--- src/hdl/i2cbb_pkg.sv ---
package i2cbb_pkg;

	localparam int unsigned DLY_W = 16;
	localparam logic [2:0] OP_START = 3'd1;
	localparam logic [2:0] OP_STOP  = 3'd2;
	localparam logic [2:0] OP_WRITE = 3'd3;
	localparam logic [2:0] OP_READ  = 3'd4;
	localparam logic [2:0] PH_END   = 3'd7;

	typedef enum logic [2:0] {
		CMD_IDLE  = 3'd0,
		CMD_START = 3'd1,
		CMD_STOP  = 3'd2,
		CMD_WRITE = 3'd3,
		CMD_READ  = 3'd4
	} cmd_t;

	typedef struct packed {
		cmd_t       kind;
		logic [7:0] tx_byte;
		logic       ack_to_send;
		logic       sda_in;
		logic       scl_in;
	} item_t;

	typedef struct packed {
		logic       scl_out;
		logic       sda_out;
		logic       busy_res;
		logic       done_res;
		logic [7:0] rx_byte;
		logic       ack_seen;
	} res_t;

endpackage

--- src/hdl/i2cbb_front.sv ---
module i2cbb_front #(
	parameter int unsigned DEPTH = 4
) (
	input  logic                clk,
	input  logic                arst_n,
	input  logic                in_valid,
	output logic                in_stall,
	input  logic [2:0]          op,
	input  logic [7:0]          tx_byte,
	input  logic                ack_to_send,
	input  logic                sda_in,
	input  logic                scl_in,
	output logic                q_valid,
	output i2cbb_pkg::item_t    q_item,
	input  logic                q_pop
);

	localparam int unsigned PTR_W = (DEPTH > 2) ? $clog2(DEPTH) : 1;
	localparam int unsigned CNT_W = $clog2(DEPTH + 1);

	i2cbb_pkg::item_t  mem_q [DEPTH];
	i2cbb_pkg::item_t  item;
	logic [PTR_W-1:0]  wr_ptr_q;
	logic [PTR_W-1:0]  rd_ptr_q;
	logic [CNT_W-1:0]  count_q;
	logic              push;

	always_comb begin
		item.tx_byte     = tx_byte;
		item.ack_to_send = ack_to_send;
		item.sda_in      = sda_in;
		item.scl_in      = scl_in;
		unique case (op)
			i2cbb_pkg::OP_START: item.kind = i2cbb_pkg::CMD_START;
			i2cbb_pkg::OP_STOP:  item.kind = i2cbb_pkg::CMD_STOP;
			i2cbb_pkg::OP_WRITE: item.kind = i2cbb_pkg::CMD_WRITE;
			i2cbb_pkg::OP_READ:  item.kind = i2cbb_pkg::CMD_READ;
			default:             item.kind = i2cbb_pkg::CMD_IDLE;
		endcase
	end

	assign in_stall = (count_q == CNT_W'(DEPTH));
	assign push     = in_valid && !in_stall;
	assign q_valid  = (count_q != '0);
	assign q_item   = mem_q[rd_ptr_q];

	always_ff @(posedge clk) begin
		if (push) begin
			mem_q[wr_ptr_q] <= item;
		end
	end

	always_ff @(posedge clk or negedge arst_n) begin
		if (!arst_n) begin
			wr_ptr_q <= '0;
			rd_ptr_q <= '0;
			count_q  <= '0;
		end else begin
			if (push) begin
				wr_ptr_q <= (wr_ptr_q == PTR_W'(DEPTH - 1)) ? '0 : wr_ptr_q + PTR_W'(1);
			end
			if (q_pop) begin
				rd_ptr_q <= (rd_ptr_q == PTR_W'(DEPTH - 1)) ? '0 : rd_ptr_q + PTR_W'(1);
			end
			if (push && !q_pop) begin
				count_q <= count_q + CNT_W'(1);
			end else if (!push && q_pop) begin
				count_q <= count_q - CNT_W'(1);
			end
		end
	end

endmodule

--- src/hdl/i2cbb_engine.sv ---
module i2cbb_engine (
	input  logic                              clk,
	input  logic                              arst_n,
	input  logic                              q_valid,
	input  i2cbb_pkg::item_t                  q_item,
	output logic                              q_pop,
	input  logic                              cfg_valid,
	output logic                              cfg_ready,
	input  logic [i2cbb_pkg::DLY_W-1:0]       cfg_data,
	output logic                              out_valid,
	input  logic                              out_stall,
	output i2cbb_pkg::res_t                   res
);

	i2cbb_pkg::cmd_t              kind_q, n_kind;
	logic [2:0]                   phase_q, n_phase;
	logic [3:0]                   bit_q, n_bit;
	logic [7:0]                   shift_q, n_shift;
	logic [i2cbb_pkg::DLY_W-1:0]  delay_q, n_delay;
	logic [i2cbb_pkg::DLY_W-1:0]  dly_cfg_q;
	logic                         ack_flag_q, n_ack_flag;
	logic                         scl_q, n_scl;
	logic                         sda_q, n_sda;
	logic [7:0]                   rx_q, n_rx;
	logic                         ack_hold_q, n_ack_hold;
	logic                         do_act;
	logic                         fin;
	logic                         done;
	logic                         out_valid_q;
	i2cbb_pkg::res_t              res_q, n_res;

	assign cfg_ready = 1'b1;
	assign out_valid = out_valid_q;
	assign res       = res_q;
	assign q_pop     = q_valid && (!out_valid_q || !out_stall);

	always_comb begin
		n_kind     = kind_q;
		n_phase    = phase_q;
		n_bit      = bit_q;
		n_shift    = shift_q;
		n_delay    = delay_q;
		n_ack_flag = ack_flag_q;
		n_scl      = scl_q;
		n_sda      = sda_q;
		n_rx       = rx_q;
		n_ack_hold = ack_hold_q;
		do_act     = 1'b0;
		fin        = 1'b0;
		if (kind_q == i2cbb_pkg::CMD_IDLE) begin
			if (q_item.kind != i2cbb_pkg::CMD_IDLE) begin
				n_kind  = q_item.kind;
				n_phase = 3'd0;
				n_bit   = 4'd0;
				n_delay = '0;
				if (q_item.kind == i2cbb_pkg::CMD_WRITE) begin
					n_shift = q_item.tx_byte;
				end else if (q_item.kind == i2cbb_pkg::CMD_READ) begin
					n_shift    = 8'd0;
					n_ack_hold = q_item.ack_to_send;
				end
				do_act = 1'b1;
			end
		end else if (delay_q != '0) begin
			n_delay = delay_q - i2cbb_pkg::DLY_W'(1);
			if (delay_q == i2cbb_pkg::DLY_W'(1) && phase_q == i2cbb_pkg::PH_END &&
			    (kind_q == i2cbb_pkg::CMD_START || kind_q == i2cbb_pkg::CMD_STOP)) begin
				fin = 1'b1;
			end
		end else begin
			do_act = 1'b1;
		end

		if (do_act) begin
			unique case (n_kind)
				i2cbb_pkg::CMD_START: begin
					case (n_phase)
						3'd0: begin n_sda = 1'b1; n_delay = dly_cfg_q; n_phase = 3'd1; end
						3'd1: begin n_scl = 1'b1; n_delay = dly_cfg_q; n_phase = 3'd2; end
						3'd2: begin n_sda = 1'b0; n_delay = dly_cfg_q; n_phase = 3'd3; end
						3'd3: begin
							n_scl = 1'b0;
							if (dly_cfg_q == '0) begin
								fin = 1'b1;
							end else begin
								n_delay = dly_cfg_q;
								n_phase = i2cbb_pkg::PH_END;
							end
						end
						default: fin = 1'b1;
					endcase
				end
				i2cbb_pkg::CMD_STOP: begin
					case (n_phase)
						3'd0: begin n_sda = 1'b0; n_delay = dly_cfg_q; n_phase = 3'd1; end
						3'd1: begin n_scl = 1'b1; n_delay = dly_cfg_q; n_phase = 3'd2; end
						3'd2: begin
							n_sda = 1'b1;
							if (dly_cfg_q == '0) begin
								fin = 1'b1;
							end else begin
								n_delay = dly_cfg_q;
								n_phase = i2cbb_pkg::PH_END;
							end
						end
						default: fin = 1'b1;
					endcase
				end
				i2cbb_pkg::CMD_WRITE: begin
					case (n_phase)
						3'd0: begin n_sda = n_shift[7]; n_phase = 3'd1; end
						3'd1: begin n_scl = 1'b1; n_phase = 3'd2; end
						3'd2: begin
							n_scl   = 1'b0;
							n_shift = {n_shift[6:0], 1'b0};
							n_bit   = n_bit + 4'd1;
							n_phase = n_bit[3] ? 3'd3 : 3'd0;
						end
						3'd3: begin n_sda = 1'b1; n_phase = 3'd4; end
						3'd4: begin n_scl = 1'b1; n_delay = dly_cfg_q; n_phase = 3'd5; end
						3'd5: begin n_ack_flag = q_item.sda_in; n_scl = 1'b0; fin = 1'b1; end
						default: fin = 1'b1;
					endcase
				end
				i2cbb_pkg::CMD_READ: begin
					case (n_phase)
						3'd0: begin n_sda = 1'b1; n_phase = 3'd1; end
						3'd1: begin n_scl = 1'b1; n_phase = 3'd2; end
						3'd2: begin
							if (q_item.scl_in) begin
								n_delay = dly_cfg_q;
								n_phase = 3'd3;
							end
						end
						3'd3: begin
							n_shift = {n_shift[6:0], q_item.sda_in};
							n_scl   = 1'b0;
							n_bit   = n_bit + 4'd1;
							n_phase = n_bit[3] ? 3'd4 : 3'd1;
						end
						3'd4: begin n_sda = !n_ack_hold; n_phase = 3'd5; end
						3'd5: begin n_scl = 1'b1; n_delay = dly_cfg_q; n_phase = 3'd6; end
						3'd6: begin n_scl = 1'b0; n_phase = 3'd7; end
						default: begin n_sda = 1'b1; n_rx = n_shift; fin = 1'b1; end
					endcase
				end
				default: fin = 1'b1;
			endcase
		end

		if (fin) begin
			n_kind  = i2cbb_pkg::CMD_IDLE;
			n_phase = 3'd0;
		end
	end

	always_comb begin
		done           = fin;
		n_res.scl_out  = n_scl;
		n_res.sda_out  = n_sda;
		n_res.busy_res = (n_kind != i2cbb_pkg::CMD_IDLE);
		n_res.done_res = done;
		n_res.rx_byte  = n_rx;
		n_res.ack_seen = n_ack_flag;
	end

	always_ff @(posedge clk) begin
		if (q_pop) begin
			res_q <= n_res;
		end
	end

	always_ff @(posedge clk or negedge arst_n) begin
		if (!arst_n) begin
			kind_q      <= i2cbb_pkg::CMD_IDLE;
			phase_q     <= 3'd0;
			bit_q       <= 4'd0;
			shift_q     <= 8'd0;
			delay_q     <= '0;
			dly_cfg_q   <= '0;
			ack_flag_q  <= 1'b0;
			scl_q       <= 1'b1;
			sda_q       <= 1'b1;
			rx_q        <= 8'd0;
			ack_hold_q  <= 1'b0;
			out_valid_q <= 1'b0;
		end else begin
			if (cfg_valid && cfg_ready) begin
				dly_cfg_q <= cfg_data;
			end
			if (q_pop) begin
				kind_q     <= n_kind;
				phase_q    <= n_phase;
				bit_q      <= n_bit;
				shift_q    <= n_shift;
				delay_q    <= n_delay;
				ack_flag_q <= n_ack_flag;
				scl_q      <= n_scl;
				sda_q      <= n_sda;
				rx_q       <= n_rx;
				ack_hold_q <= n_ack_hold;
			end
			if (!out_valid_q || !out_stall) begin
				out_valid_q <= q_valid;
			end
		end
	end

endmodule

--- src/hdl/i2c_bitbang_master_core.sv ---
// I2C bit-bang master, one bus phase per input beat.
// Input channel (in_valid / in_stall): each beat is one tick carrying a command
// code (op), the byte to send, the ACK choice of a read and the sampled SDA and
// SCL pin levels. Commands are taken only while no command runs; other beats
// advance it a phase, count down a delay, or wait for SCL high in a read.
// Output channel (out_valid / out_stall): exactly one result beat per input
// beat, in order: SCL/SDA drives, busy, done pulse, last read byte, last ACK.
// Configuration channel (cfg_valid / cfg_ready, always ready): writes the
// 16-bit phase delay, applied from the next delay point.
// A result passes through the command queue and then the engine's output
// register before it appears.
// Throughput: one beat per cycle; the engine updates its state on each beat.
// When the receiver stalls, the result is held, the engine pauses and the
// queue of QUEUE_DEPTH beats fills before in_stall rises.
// Reset: drive state released high, no command running, delay 0, read byte and
// ACK flag 0, queue empty; the result register (outputs) is not reset.
module i2c_bitbang_master_core #(
	parameter int unsigned QUEUE_DEPTH = 4
) (
	input  logic                         clk,
	input  logic                         arst_n,
	input  logic                         in_valid,
	output logic                         in_stall,
	input  logic [2:0]                   op,
	input  logic [7:0]                   tx_byte,
	input  logic                         ack_to_send,
	input  logic                         sda_in,
	input  logic                         scl_in,
	output logic                         out_valid,
	input  logic                         out_stall,
	output logic                         scl_out,
	output logic                         sda_out,
	output logic                         busy_res,
	output logic                         done_res,
	output logic [7:0]                   rx_byte,
	output logic                         ack_seen,
	input  logic                         cfg_valid,
	output logic                         cfg_ready,
	input  logic [i2cbb_pkg::DLY_W-1:0]  cfg_data
);

	logic              q_valid;
	logic              q_pop;
	i2cbb_pkg::item_t  q_item;
	i2cbb_pkg::res_t   res;

	i2cbb_front #(
		.DEPTH (QUEUE_DEPTH)
	) u_front (
		.clk         (clk),
		.arst_n      (arst_n),
		.in_valid    (in_valid),
		.in_stall    (in_stall),
		.op          (op),
		.tx_byte     (tx_byte),
		.ack_to_send (ack_to_send),
		.sda_in      (sda_in),
		.scl_in      (scl_in),
		.q_valid     (q_valid),
		.q_item      (q_item),
		.q_pop       (q_pop)
	);

	i2cbb_engine u_engine (
		.clk       (clk),
		.arst_n    (arst_n),
		.q_valid   (q_valid),
		.q_item    (q_item),
		.q_pop     (q_pop),
		.cfg_valid (cfg_valid),
		.cfg_ready (cfg_ready),
		.cfg_data  (cfg_data),
		.out_valid (out_valid),
		.out_stall (out_stall),
		.res       (res)
	);

	assign scl_out  = res.scl_out;
	assign sda_out  = res.sda_out;
	assign busy_res = res.busy_res;
	assign done_res = res.done_res;
	assign rx_byte  = res.rx_byte;
	assign ack_seen = res.ack_seen;

endmodule

--- config.mk ---
export PLATFORM = sky130hd
export DESIGN_NAME = i2c_bitbang_master_core
export DESIGN_NICKNAME = d
export VERILOG_FILES = /design/src/hdl/i2cbb_pkg.sv /design/src/hdl/i2cbb_front.sv /design/src/hdl/i2cbb_engine.sv /design/src/hdl/i2c_bitbang_master_core.sv
export SDC_FILE = /design/constraint.sdc
export NUM_CORES = 1
export LEC_CHECK = 0
export ABC_CLOCK_PERIOD_IN_PS = 5200
export BUFFER_PORTS_ARGS = -buffer_cell sky130_fd_sc_hd__buf_2
export CAP_MARGIN = 10
export CORE_MARGIN = 2
export CORE_UTILIZATION = 45
export CTS_CLUSTER_SIZE = 24
export DETAILED_ROUTE_END_ITERATION = 10
export GPL_TIMING_DRIVEN = 0
export PLACE_DENSITY_LB_ADDON = 0.15
export SLEW_MARGIN = 5
export SYNTH_ARGS = -nofsm -noshare
export SYNTH_HDL_FRONTEND = slang
export SYNTH_SLANG_ARGS = --single-unit
--- constraint.sdc ---
create_clock -name clk -period 5.2 [get_ports clk]
set_clock_uncertainty 0.05 [all_clocks]
set_input_delay 0.26 -clock clk [delete_from_list [all_inputs] [get_ports clk]]
set_output_delay 0.26 -clock clk [all_outputs]
set_load 0.005 [all_outputs]
======== Word-level counts from Yosys, hierarchy flattened ========
Memory sizes are Yosys's and may differ from the RTL's.
Cells that the tools add are included.
operators by class
  $add $sub $neg .......................... 6
  multiply operators ...................... 0
  div/mod/pow operators ................... 0
  magnitude comparators ................... 0
  equal/unequal tests ..................... 23
  shift-type cells ........................ 0
  multiplexer cells ....................... 83
  bitwise operators ....................... 0
  reduce and logical (&&, ||, !) cells .... 31
operator list
  kind                                                                  count
  16-bit 2-to-1 mux                                                     7
  16-bit one-hot mux with 2 select lines                                3
  8-bit 2-to-1 mux                                                      10
  16-bit one-hot mux with 4 select lines                                1
  3-bit 2-to-1 mux                                                      12
  3-bit one-hot mux with 4 select lines                                 3
  3-bit by 2-bit == test with 1-bit output, second input constant       8
  3-bit == test, second input constant                                  8
  1-bit 2-to-1 mux                                                      22
  3-bit one-hot mux with 7 select lines                                 1
  4-bit 2-to-1 mux                                                      5
  1-bit one-hot mux with 2 select lines                                 9
  16-bit by 1-bit == test with 1-bit output, second input constant      1
  16-bit zero test                                                      1
  8-bit one-hot mux with 2 select lines                                 1
  16-bit nonzero test                                                   1
  16-bit by 1-bit subtractor with 16-bit output, second input constant  1
  3-bit one-hot mux with 5 select lines                                 1
  3-bit by 1-bit == test with 1-bit output, second input constant       4
  1-bit one-hot mux with 4 select lines                                 3
  2-bit OR reduction                                                    5
  5-bit OR reduction                                                    2
  3-bit one-hot mux with 3 select lines                                 1
  3-bit nonzero test                                                    3
  other kinds (14)                                                      30
storage, ports and cells
  register bits ........................... 83
  bits in latches ......................... 0
  RAM bits ................................ 56
  memory bits (read-only) ................. 0
  word-level logic and storage cells ...... 165
  memories ................................ 1
memory list
  name           depth  width  rd ports  clocked after memory_dff  write ports  RTL line           RTL
  u_front.mem_q  4      14     1         0                         1            i2cbb_front.sv:21  i2cbb_pkg::item_t mem_q [DEPTH];

======== Depth between registers and ports, before layout ========
  word-level depth ........................ 12
  mapped depth ............................ 15

======== By module ========
Synthesis repeated with hierarchy kept, for this count alone.
second synthesis, totals
  cell total of the unflattened synthesis .. 670
  area total of the unflattened synthesis .. 7,469.7 um^2
by module, submodules not included
  module        times used  cells each  area each (um^2)
  i2cbb_engine  1           557         4,931.0
  i2cbb_front   1           113         2,538.7

======== Worst setup path after synthesis ========
No wires, ideal clock.
  path kind ............................... register to register
  start ................................... register u_front.rd_ptr_q[0]
  end ..................................... register u_engine.res_q (netlist bit u_engine.res[2]) (data pin)
  library setup time ...................... 0.263 ns
  arrival ................................. 3.677 ns
  data required time ...................... 4.887 ns
  setup slack ............................. 1.210 ns
  cell stages (with the launch flop) ...... 12
  path buffers ............................ 2
  clock period less this slack ............ 3.990 ns
  cell sequence ........................... dfrtp_1 > buf_6 > mux4_1 > buf_6 > o31ai_4 > and2_0 > inv_1 > ha_1 > nor4_1 > nor2_2 > nor4_4 > mux2_2
RTL lines
  what                    RTL line             RTL
  start, declared         i2cbb_front.sv:24    logic [PTR_W-1:0] rd_ptr_q;
  start signal, assigned  i2cbb_front.sv:63    rd_ptr_q <= (rd_ptr_q == PTR_W'(DEPTH - 1)) ? '0 : rd_ptr_q + PTR_W'(1);
  end signal, assigned    i2cbb_engine.sv:169  res_q <= n_res;
  end, declared           i2cbb_engine.sv:30   i2cbb_pkg::res_t res_q, n_res;

==> out/results.ini <==
[yosys]
synthXorXnorAreaFrac=0.00697
synth_top_area_frac=0.275
synthTopCellsByArea=edfxtp_1 (27%), dfrtp_1 (23%), mux2_2 (4.8%)
synth_edf_count=69
synth_largest_area_cell=edfxtp_1
synthMuxAreaShare=0.116
syn_nets=753
ys_seq_elements=139
syn_area_per_cell_sq_um=10.7
synthSimpleGateAreaFrac=0.144
yosysWarnings=0
synth-compound-area-share=0.167
postSynth.asyncResetShare=0.504
netlist_instances=704
synth_cell_types=72
synth_adder_area_share=0.0242
synthFlopType=edfxtp_1
ys_seq_area_frac=0.507
synth_top_family_by_area=compound AO/OA/AOI/OAI gates
syn-cell-area_sq_um=7540

[detailed_routing]
vias_per_cell=6.11
ant_nets=0
first_pass_iters=5
wl_microns=21100
drt-wirelength-per-cell_microns=20.8
drtIter0Drc=549
drc_errors=0
vias=6221

[worst_setup_path]
startpoint_type=flop
cp_slowest_cell=nor4_4
path_class=reg -> reg
path_cells=buf_6 > mux4_1 > buf_6 > o31ai_4 > and2_0 > inv_1 > ha_1 > nor4_2 > nor2_2 > nor4_4 > mux2_2
path_common_cell=buf_6
critPathCaptureType=flop
max_stage_delay_ns=0.70
cp-startpoint=u_front.rd_ptr_q[0]
cp.arrival_ns=5.15
r2r-start=u_front.rd_ptr_q[0]
critPathRequiredTime_ns=5.32
path_max_fanout=10

[sta]
slew_headroom=0.447
worst_pin_slew_ns=0.822
final-setup-viol-count=0
hold_violations=0
layout_min_cycle_time_ns=5.03
slew_violations=0
setup_tns_ns=0
setup_ws_ns=0.167
fin_crit_sh=0.968
whs_ns=0.0124
fmax_ghz=0.199

[global_routing]
grt_pass1_wl_microns=32800
grtUsageTotal=0.243
antenna_found_initial=0
grt_max_degree=59
grt_overflow_total=0
grt_pass1_vias=5958

[clocking]
cts-root-buf=clkbuf_16
clock-sinks=139
clockBufferDepth=2
htreeDepth=4
cts_buffers=17
clock_latency_ns=0.43
clk_pin_slew_ns=0.06
post-cts-setup-buffers=0
cts_tree=done

[floorplan]
fp.dieH_microns=133
die_area_sq_um=17800
core_area_sq_um=16500
io_pins=51
row_count=47
die_x_microns=133
initial_core_util=0.458

[layout]
layout-drive-gt1-share=0.190
n_fill_cell=1472
area_growth_pct=16.6
final_area_sq_um=8790
final_common_cell=nand2_1
layout_common_cells=nand2_1 (87), edfxtp_1 (69), dfrtp_1 (68)
n_antenna_cell=0
nets=834

[power]
p_leak_nw=3.43
finalPower_mw=3.94
powerDensity_nw_per_um2=448
peakVddDrop_v=0.000313

[status]
status=finished clean

[worst_hold_path]
min_from=cfg_data[9]
hp-class=in -> reg

[place]
placed_area_sq_um=8090
port_buffers=48
dp_hpwl_microns=15100
routabilityCongestion=0.950
pre_cts_slack_ns=0.0841

[flow_run]
maxCapViolations=0

==> worst max-delay path, delay by kind of cell, from the launching register on <==
family                     cells  cell delay (ns)
AOI/OAI and AO/OA              1             0.53
adders and majority gates      1             0.28
buffers and inverters          3             0.51
DFF                            1             0.38
muxes                          2             1.12
and+or+nand+nor                4             1.88
==> cell type report <==
type	count	area, sq um	area share
Inverter	17	63.8	0.00726
Clock inverter	13	134	0.0152
Clock buffer	19	433	0.0492
Sequential cell	139	3830	0.435
Timing Repair Buffer	62	400	0.0455
Buffer	43	198	0.0225
Multi-Input combinational cell	505	3460	0.394
Tap cell	220	275	0.0313
==> cells by family (layout without fill, tap and decap cells) <==
logic type | after synthesis | after routing
other | 1 | 1
AOI/OAI and AO/OA | 189 | 189
xor gates and xnor gates | 6 | 6
adders and majority gates | 14 | 14
and+or+nand+nor | 230 | 230
buffers and inverters | 60 | 154
muxes | 65 | 65
DFF | 139 | 139
==> registers in the layout (all words and copies together) (netlist names), 3 cells and up <==
| register | cells |
|---|---|
| u_engine.bit_q | 4 |
| u_engine.delay_q | 16 |
| u_front.mem_q | 56 |
| u_front.count_q | 3 |
| u_engine.kind_q | 3 |
| u_engine.phase_q | 3 |
| u_engine.dly_cfg_q | 16 |
| u_engine.res | 13 |
| u_engine.shift_q | 8 |
| u_engine.rx_q | 8 |
==> power by group <==
part / internal (mW) / switching (mW) / leakage [nW] / total (mW)
registers: 1.38 / 0.123 / 1.49 / 1.50
clock network: 0.672 / 0.497 / 0.273 / 1.17
logic: 0.475 / 0.791 / 1.67 / 1.27
total: 2.52 / 1.41 / 3.43 / 3.94
==> synthesized netlist by cell type, drive strengths merged, types with 14 or more instances <==
cell type	instances
o21ai	50
a21oi	44
inv	17
mux4	14
edfxtp	69
mux2i	19
mux2	32
dfrtp	68
nand3	19
nor2	54
nand2	87
nor3	15
clkbuf	31
==> per-stage QoR <==
stage                     cells   util
final                      1018  0.534
after global routing       1018  0.534
after CTS                  1018  0.534
after detailed placement    973  0.491
after global placement      972  0.489
after floorplan             704      -
==> final timing paths <==
kind                                               to  slack (ns)  cells after the start
min in group asynchronous         u_engine.delay_q[8]        0.21                      2
worst max-delay path                  u_engine.res[2]        0.17                     11
worst max register to register        u_engine.res[2]        0.17                     11
worst min register to register       u_engine.rx_q[6]        0.43                      2
max in group asynchronous              u_engine.sda_q        4.29                      3
worst min-delay path            u_engine.dly_cfg_q[9]        0.01                      3
==> per-layer routing <==
| layer | GRT usage | part of all wire | vias up |
|---|---|---|---|
| met4 | 0.0869 | 0.026 | 0 |
| met2 | 0.370 | 0.46 | 282 |
| met5 | 0 | 0 | - |
| met1 | 0.348 | 0.45 | 3080 |
| met3 | 0.0468 | 0.068 | 46 |
| li1 | - | - | 2813 |
==> repair_timing <==
item                                   in CTS  in global routing
endpoints found under the hold margin     113                  0
resized for setup                           0                  1
setup endpoints to repair                   0                 16
hold buffers                               13                  0
Power figures use the tool's default switching activity.
